[src/sv/tcl_pkg.sv]
// Shared constants and types for the two-way cache lookup block.
`default_nettype none
package tcl_pkg;

  localparam int NUM_SETS  = 4;
  localparam int NUM_WAYS  = 2;
  localparam int ADDR_BITS = 6;
  localparam int DATA_BITS = 8;

  localparam int SET_BITS  = $clog2(NUM_SETS);
  localparam int WAY_BITS  = $clog2(NUM_WAYS);
  localparam int TAG_BITS  = ADDR_BITS - SET_BITS;
  localparam int LINE_BITS = SET_BITS + WAY_BITS;
  localparam int NUM_LINES = NUM_SETS * NUM_WAYS;

  // Commands from the controller to the datapath.
  typedef struct packed {
    logic load;   // capture the incoming request
    logic go;     // look up the held request and load the output register
  } cmd_t;

endpackage
`default_nettype wire

[src/sv/tcl_datapath.sv]
// Cache storage, tag compare, FIFO replacement and output register.
`default_nettype none
module tcl_datapath (
  input  wire logic                          clk,
  input  wire logic                          rst,
  input  wire tcl_pkg::cmd_t                 cmd,
  input  wire logic [tcl_pkg::ADDR_BITS-1:0] address,
  input  wire logic [tcl_pkg::DATA_BITS-1:0] fill_data,
  output logic                               hit,
  output logic [tcl_pkg::DATA_BITS-1:0]      data,
  output logic [tcl_pkg::WAY_BITS-1:0]       way_used,
  output logic [tcl_pkg::SET_BITS-1:0]       set_index
);

  logic [tcl_pkg::ADDR_BITS-1:0] addr_q;
  logic [tcl_pkg::DATA_BITS-1:0] fill_q;

  logic [tcl_pkg::TAG_BITS-1:0]  line_tags  [tcl_pkg::NUM_LINES];
  logic [tcl_pkg::DATA_BITS-1:0] line_bytes [tcl_pkg::NUM_LINES];
  logic [tcl_pkg::NUM_LINES-1:0] line_valid;
  logic [tcl_pkg::NUM_SETS-1:0]  replace_pointer;

  logic [tcl_pkg::SET_BITS-1:0]  set_sel;
  logic [tcl_pkg::TAG_BITS-1:0]  tag_sel;
  logic [tcl_pkg::LINE_BITS-1:0] line0;
  logic [tcl_pkg::LINE_BITS-1:0] line1;
  logic [tcl_pkg::LINE_BITS-1:0] hit_line;
  logic [tcl_pkg::LINE_BITS-1:0] fill_line;
  logic                          match0;
  logic                          match1;
  logic                          any_match;
  logic [tcl_pkg::WAY_BITS-1:0]  hit_way;
  logic [tcl_pkg::WAY_BITS-1:0]  victim_way;

  always_comb begin
    set_sel    = addr_q[tcl_pkg::SET_BITS-1:0];
    tag_sel    = addr_q[tcl_pkg::ADDR_BITS-1:tcl_pkg::SET_BITS];
    line0      = {set_sel, 1'b0};
    line1      = {set_sel, 1'b1};
    match0     = line_valid[line0] && (line_tags[line0] == tag_sel);
    match1     = line_valid[line1] && (line_tags[line1] == tag_sel);
    any_match  = match0 || match1;
    // way 0 wins if both match, which fills never allow
    hit_way    = match0 ? 1'b0 : 1'b1;
    victim_way = replace_pointer[set_sel];
    hit_line   = {set_sel, hit_way};
    fill_line  = {set_sel, victim_way};
  end

  always_ff @(posedge clk) begin
    if (cmd.load) begin
      addr_q <= address;
      fill_q <= fill_data;
    end
    if (cmd.go) begin
      hit       <= any_match;
      set_index <= set_sel;
      if (any_match) begin
        data     <= line_bytes[hit_line];
        way_used <= hit_way;
      end else begin
        data                  <= fill_q;
        way_used              <= victim_way;
        line_tags[fill_line]  <= tag_sel;
        line_bytes[fill_line] <= fill_q;
      end
    end
  end

  always_ff @(posedge clk) begin
    if (rst) begin
      line_valid      <= '0;
      replace_pointer <= '0;
    end else if (cmd.go && !any_match) begin
      line_valid[fill_line]    <= 1'b1;
      replace_pointer[set_sel] <= ~victim_way;
    end
  end

endmodule
`default_nettype wire

[src/sv/tcl_ctrl.sv]
// Handshake controller: input holding stage and output valid flag.
`default_nettype none
module tcl_ctrl (
  input  wire logic   clk,
  input  wire logic   rst,
  input  wire logic   in_valid,
  output logic        in_ready,
  output logic        out_valid,
  input  wire logic   out_ready,
  output tcl_pkg::cmd_t cmd
);

  typedef enum logic {
    ST_IDLE,
    ST_LOOKUP
  } state_t;

  state_t state;
  state_t state_next;
  logic   out_free;
  logic   out_valid_next;

  always_comb begin
    out_free = !out_valid || out_ready;
    in_ready = (state == ST_IDLE) || out_free;
    cmd.load = in_valid && in_ready;
    cmd.go   = (state == ST_LOOKUP) && out_free;

    state_next = state;
    unique case (state)
      ST_IDLE: begin
        if (cmd.load) state_next = ST_LOOKUP;
      end
      ST_LOOKUP: begin
        if (cmd.go && !cmd.load) state_next = ST_IDLE;
      end
      default: state_next = ST_IDLE;
    endcase

    if (cmd.go) begin
      out_valid_next = 1'b1;
    end else if (out_ready) begin
      out_valid_next = 1'b0;
    end else begin
      out_valid_next = out_valid;
    end
  end

  always_ff @(posedge clk) begin
    if (rst) begin
      state     <= ST_IDLE;
      out_valid <= 1'b0;
    end else begin
      state     <= state_next;
      out_valid <= out_valid_next;
    end
  end

endmodule
`default_nettype wire

[src/sv/two_way_cache_lookup_fifo_unit.sv]
// Top level of the two-way set-associative byte cache with FIFO replacement.
//
// Requests arrive on in_valid/in_ready carrying address and fill_data, the
// backing memory byte at that address. Results leave on out_valid/out_ready
// as hit, data, way_used and set_index, one result per request, in order.
// The set is the low address bits, the tag the remaining bits; both ways of
// the set are compared against the tag together with their valid bits.
// On a miss the way named by the set's replacement pointer takes the tag and
// byte, becomes valid, the pointer toggles, and the fill byte is returned.
// A request accepted into the holding register is looked up and its result
// loaded into the output register once that register is free to take it.
// Throughput: one request per cycle while the receiver takes results, set by
// the single holding register ahead of the tag compare and the output register.
// When the receiver stalls, the output register holds its result, at most one
// more request is taken into an empty holding register, and in_ready then drops.
// Reset clears all valid bits and replacement pointers at once and empties
// both the holding register and the output register; no clearing pass.
`default_nettype none
module two_way_cache_lookup_fifo_unit (
  input  wire logic                          clk,
  input  wire logic                          rst,
  input  wire logic                          in_valid,
  output logic                               in_ready,
  input  wire logic [tcl_pkg::ADDR_BITS-1:0] address,
  input  wire logic [tcl_pkg::DATA_BITS-1:0] fill_data,
  output logic                               out_valid,
  input  wire logic                          out_ready,
  output logic                               hit,
  output logic [tcl_pkg::DATA_BITS-1:0]      data,
  output logic [tcl_pkg::WAY_BITS-1:0]       way_used,
  output logic [tcl_pkg::SET_BITS-1:0]       set_index
);

  tcl_pkg::cmd_t cmd;

  tcl_ctrl u_ctrl (
    .clk       (clk),
    .rst       (rst),
    .in_valid  (in_valid),
    .in_ready  (in_ready),
    .out_valid (out_valid),
    .out_ready (out_ready),
    .cmd       (cmd)
  );

  tcl_datapath u_datapath (
    .clk       (clk),
    .rst       (rst),
    .cmd       (cmd),
    .address   (address),
    .fill_data (fill_data),
    .hit       (hit),
    .data      (data),
    .way_used  (way_used),
    .set_index (set_index)
  );

endmodule
`default_nettype wire

[config.mk]
export PLATFORM = sky130hd
export DESIGN_NAME = two_way_cache_lookup_fifo_unit
export DESIGN_NICKNAME = d
export VERILOG_FILES = /design/src/sv/tcl_pkg.sv /design/src/sv/tcl_datapath.sv /design/src/sv/tcl_ctrl.sv /design/src/sv/two_way_cache_lookup_fifo_unit.sv
export SDC_FILE = /design/constraint.sdc
export NUM_CORES = 1
export LEC_CHECK = 0
export ABC_AREA = 1
export BUFFER_PORTS_ARGS = -buffer_cell sky130_fd_sc_hd__buf_2
export CAP_MARGIN = 20
export CELL_PAD_IN_SITES_DETAIL_PLACEMENT = 1
export CELL_PAD_IN_SITES_GLOBAL_PLACEMENT = 2
export CORE_AREA = 4 4 122 112
export CTS_CLUSTER_DIAMETER = 30
export CTS_CLUSTER_SIZE = 25
export DETAILED_ROUTE_END_ITERATION = 10
export DIE_AREA = 0 0 126 116
export PLACE_DENSITY_LB_ADDON = 0.15
export SLEW_MARGIN = 20
export SYNTH_ARGS = -nofsm -noshare
export SYNTH_HDL_FRONTEND = slang
export SYNTH_SLANG_ARGS = --single-unit
[constraint.sdc]
create_clock -name clk -period 3.7 [get_ports clk]
set_clock_uncertainty 0.2 [all_clocks]
set_input_delay 0 -clock clk [delete_from_list [all_inputs] [get_ports clk]]
set_output_delay 0 -clock clk [all_outputs]
set_load 0.03 [all_outputs]
Word level (Yosys, flattened, before mapping) --
Memories as Yosys holds them, arrays and structs flattened. A register that Yosys moved wholly into a read port is not among the register bits. Cells that the tools add are included.
Operators by class: order comparisons 6, equality and inequality tests 2, muxes and demuxes 24, bitwise operators 3, reduce and logical (&&, ||, !) cells 15
Operator list (count):
- 1-bit two-way mux | 14
- 3-bit by 4-bit < comparator with 1-bit output (second input constant) | 3
- 4-bit equality test | 2
- 1-bit logical AND | 8
- 8-bit two-way mux | 1
- 8-bit OR | 1
- 1-bit binary-select mux with 2-bit select | 3
- 3-bit two-way mux | 2
- 4-bit bitwise mux | 1
- 1-bit demux with 3-bit select | 1
- 3-bit by 1-bit greater-or-equal comparator with 1-bit output (second input constant) | 1
- 1-bit logical NOT | 3
- 1-bit logical OR | 3
- 2-bit by 3-bit < comparator with 1-bit output (second input constant) | 1
- 1-bit demux with 2-bit select | 1
- 2-bit by 1-bit greater-or-equal comparator with 1-bit output (second input constant) | 1
- 1-bit NOT | 2
- 1-bit one-hot mux with 2 select lines | 1
- 2-bit nonzero test | 1
Storage, ports and cells: bits in registers 40, memory bits (writable) 96, input port bits 18, logic and storage cells 62, memories kept 2
Memory list:
- u_datapath.line_bytes | depth 8, bits a word 8, rd ports 1, clocked after Yosys merged registers in 0, wr ports 1, RTL line tcl_datapath.sv:19 | logic [tcl_pkg::DATA_BITS-1:0] line_bytes [tcl_pkg::NUM_LINES];
- u_datapath.line_tags | depth 8, bits a word 4, rd ports 2, clocked after Yosys merged registers in 2, wr ports 1, RTL line tcl_datapath.sv:18 | logic [tcl_pkg::TAG_BITS-1:0] line_tags [tcl_pkg::NUM_LINES];

Depth between registers and ports, before layout --
depth in word-level cells 8, mapped depth 15, gate-level depth less buffers 13

Hierarchy --
From an unflattened synthesis, not the netlist that was laid out.
Second synthesis, totals: cell total of the unflattened synthesis 450, area total of the unflattened synthesis 5649.2 sq um
By module, submodules not included:
- tcl_datapath | instances 1, cells an instance 437, area each 5550.3 sq um, seq. area each 3943.8 sq um
- tcl_ctrl | instances 1, cells an instance 13, area each 98.8 sq um, seq. area each 40.0 sq um

Least setup slack after synthesis --
OpenSTA, ideal clock, no wires.
path type register -> register, start register u_datapath.addr_q[0] (netlist name), end memory u_datapath.line_bytes[0][0] (netlist name), enable pin, library setup time 0.344 ns, data arrival time 1.654 ns, setup slack 1.502 ns, cell stages (with the launch flop) 14, buffers on the path 2, period minus slack after synthesis 2.198 ns, cell sequence edfxtp_1 -> buf_4 -> nand2_2 -> buf_6 -> nor2_1 -> nor2_1 -> nand2_1 -> nand2_1 -> nor2_2 -> nand3_4 -> nand2_4 -> nor2_8 -> nand2_1 -> inv_1
Between the ends: cells in the longest elaborated chain, start to end 7, elaborated cells on any way between the ends 12, classes of those cells 9 x mux; 3 x reduce/logical
Ends and longest elaborated chain:
- start, declared | RTL line tcl_datapath.sv:15 | logic [tcl_pkg::ADDR_BITS-1:0] addr_q;
- start signal, assigned | RTL line tcl_datapath.sv:52 | addr_q <= address;
- 1-bit binary-select mux with 2-bit select, on equally long branches | RTL line tcl_datapath.sv:40, tcl_datapath.sv:41
- 1-bit two-way mux, on equally long branches | RTL line tcl_datapath.sv:40, tcl_datapath.sv:41
- 1-bit logical AND, on equally long branches | RTL line tcl_datapath.sv:40, tcl_datapath.sv:41
- 1-bit logical OR | RTL line tcl_datapath.sv:42 | any_match = match0 || match1;
- 1-bit two-way mux | RTL line tcl_datapath.sv:58 | if (any_match) begin
- 1-bit two-way mux | RTL line tcl_datapath.sv:55 | if (cmd.go) begin
- 1-bit two-way mux (implied by the code) | RTL line tcl_datapath.sv:65 | line_bytes[fill_line] <= fill_q;
- end, declared | RTL line tcl_datapath.sv:19
Parallel ways exist; a longest one is shown, timed or not. The select of a mux whose other input is x is not followed.

==> qor.yml <==
global_routing:
  grt_pass1_wl_um: 21700
  grt_pass1_vias: 3622
  grt_usage_pct: 20.5
  grt_max_degree: 20
  overflow: 0
  antenna_found_initial: 0
routing:
  drc: 0
  viasPerCell: 5.18
  wl_per_cell_um: 20.6
  dr.pass1.iters: 5
  drtIter0Drc: 326
  vias: 3437
  wl_um: 13700
  ant_nets: 0
layout:
  drive_gt1_share_pct: 16.8
  final_core_util_pct: 51.9
  nets: 504
  syn2layout_area_growth_pct: 17.7
  finalNonFillerCells: 663
  antenna_cells: 0
yosys:
  ys.flop_type: "edfxtp_1"
  synth_cells: 430
  synth_edf_count: 122
  yosysTopAreaCell: "edfxtp_1"
  synth-seq-cells: 138
  synth-warning-count: 0
  syn_nets: 448
  avgSynthCellArea_um2: 12.8
  synth.most_common_cell: "edfxtp_1"
  synthTopCellsByArea: "edfxtp_1 67%, dfxtp_1 5.8%, nand2_1 5.4%"
  synth_area_um2: 5510
  yosys.area.top_type_share_pct: 66.5
  ys_seq_area_share_pct: 72.3
  ys_async_sr_fraction_pct: 0
  synth_common_cells: "122 x edfxtp_1, 79 x nand2_1, 33 x nor2_1"
  synth.distinct_cells: 31
setup_path:
  path_cells: "inv_4 > nand2_1 > nand3_1 > nand2_1 > nand2_1 > nand2_1 > nor2_2 > nand3_4 > nand2_4 > nor2_8 > nand2_1 > inv_1"
  arrival_ps: 3070
  crit_top_cell: "nand2_1"
  critPathLaunchType: "flip-flop"
  crit_fanout: 17
  r2r_slack_ps: 490
  critical-path-max-stage-delay_ps: 770
  end_kind: "flip-flop"
  cp_slowest_cell: "dfxtp_1"
  cp_data_required_time_ps: 3560
  critPathKind: "flip-flop to flip-flop"
floorplanning:
  core_area_um2: 12500
  rows: 39
  die_h_um: 116
  initial_core_util_pct: 44.1
  ios: 32
  dieArea_um2: 14600
  die_x_um: 126
sta:
  worst_pin_slew_ps: 894
  rsz0062_at_grt: "no"
  layout_min_cycle_time_ps: 3210
  hold_violations: 0
  report.final.slew_viol_count: 0
  slew_headroom_pct: 40.4
  fmax_ghz: 0.312
  tns_ps: 0
  setup_viol: 0
  finalCritPeriodShare_pct: 86.7
clocking:
  cts_max_path_buffers: 2
  clk_pin_slew_ps: 60
  post_cts_buffers: 0
  clock_latency_ps: 430
  cts_buffers: 17
  ctsHoldBuffers: 19
  post_cts_resized: 0
  clock_sinks: 138
  tritoncts: "built"
  htreeDepth: 4
  cts_root_buffer: "clkbuf_16"
power:
  vdd_ir_drop_max_mv: 0.540
  leakagePower_nw: 2.43
  power.density_nw_per_um2: 538
place:
  dp_hpwl_um: 9020
  dpl.cell_count: 612
  gp_congestion: 0.812
  portBuffers: 31
status:
  outcome: "completed"
job:
  cap_viol_max_count: 0
worst_hold_path:
  hp-class: "input pin to flip-flop"
==> worst paths after layout <==
kind | from | end | depth (start not counted)
max | flip-flop | u_datapath.line_bytes[0][0] | 12
min | address[3] | u_datapath.addr_q[3] | 2
max reg2reg | flip-flop | u_datapath.line_bytes[0][0] | 12
min reg2reg | u_datapath.line_valid[7] | u_datapath.line_valid[7] | 2
==> flip-flops by register name, summed over array words and instances (netlist names), named ones only <==
register                    flops
u_datapath.line_valid           8
u_datapath.line_bytes          64
u_ctrl.state                    1
u_ctrl.out_valid                1
u_datapath.way_used             1
u_datapath.addr_q               6
u_datapath.hit                  1
u_datapath.replace_pointer      4
u_datapath.set_index            2
u_datapath.data                 8
u_datapath.fill_q               8
u_datapath.line_tags           32
==> power by group <==
group / total [W] / switching [W] / internal, W
Combinational: 0.000202 / 0.000134 / 0.0000684
Sequential: 0.00178 / 0.0000428 / 0.00174
Clock: 0.00150 / 0.000605 / 0.000899
==> cells by family (layout without fill, tap and decap cells) <==
family | Yosys count | in the layout | share of synthesized area, %
compound gates | 71 | 71 | 8.63
xor+xnor | 2 | 2 | 0.454
flops | 138 | 138 | 72.3
simple gates | 165 | 165 | 13.8
buf+inv | 54 | 123 | 4.75
==> layer usage <==
metal  part of all wire [%]  GRT usage [%]  vias to the layer above  routed length, um
li1                       -              -                     1638                  -
met1                     48           28.3                     1721               6570
met2                     46           31.7                       65               6330
met3                    4.3           5.81                       13                590
met4                    1.3           6.86                        0                173
met5                      0              0                        -                  0
==> layout make-up <==
cell class | count | area (um^2)
fillers | 1297 | 6010
flip-flops and latches | 138 | 3980
multi-input cells | 238 | 1260
clock buffers | 19 | 433
repair buffers | 51 | 353
well taps | 164 | 205
inverters | 40 | 158
clock inverters | 13 | 85.1
==> per-stage QoR <==
step | cell area [um^2] | hold WS [ps] | power, W | setup WS, ps
2_1_floorplan | 5510 | -131 | 0.00192 | 1500
3_3_place_gp | 5770 | -22.4 | 0.00200 | 552
3_5_place_dp | 5770 | -21.0 | 0.00200 | 471
4_1_cts | 6480 | 61.1 | 0.00352 | 435
5_1_grt | 6480 | 78.0 | 0.00363 | 189
6_report | 6480 | 82.0 | 0.00348 | 494
==> worst max-delay path: cells and delay by family (launching register included) <==
family | cells | cell delay (ps)
DFF | 1 | 770
buffers and inverters | 2 | 660
and+or+nand+nor | 10 | 1180
==> cell usage in the layout (no fill, tap or decap), drive strengths merged <==
cell type | Yosys | routed
a21oi | 35 | 35
a22o | 24 | 24
buf | 10 | 32
bufinv | 0 | 1
clkbuf | 4 | 19
clkinv | 1 | 12
clkinvlp | 0 | 1
dfxtp | 16 | 16
dlygate4sd3 | 0 | 19
edfxtp | 122 | 122
inv | 39 | 39
nand2 | 85 | 85
nand3 | 33 | 33
nand3b | 8 | 8
nand4 | 2 | 2
nor2 | 37 | 37
o21ai | 12 | 12
xor2 | 2 | 2
(Power assumes the default switching activity.)
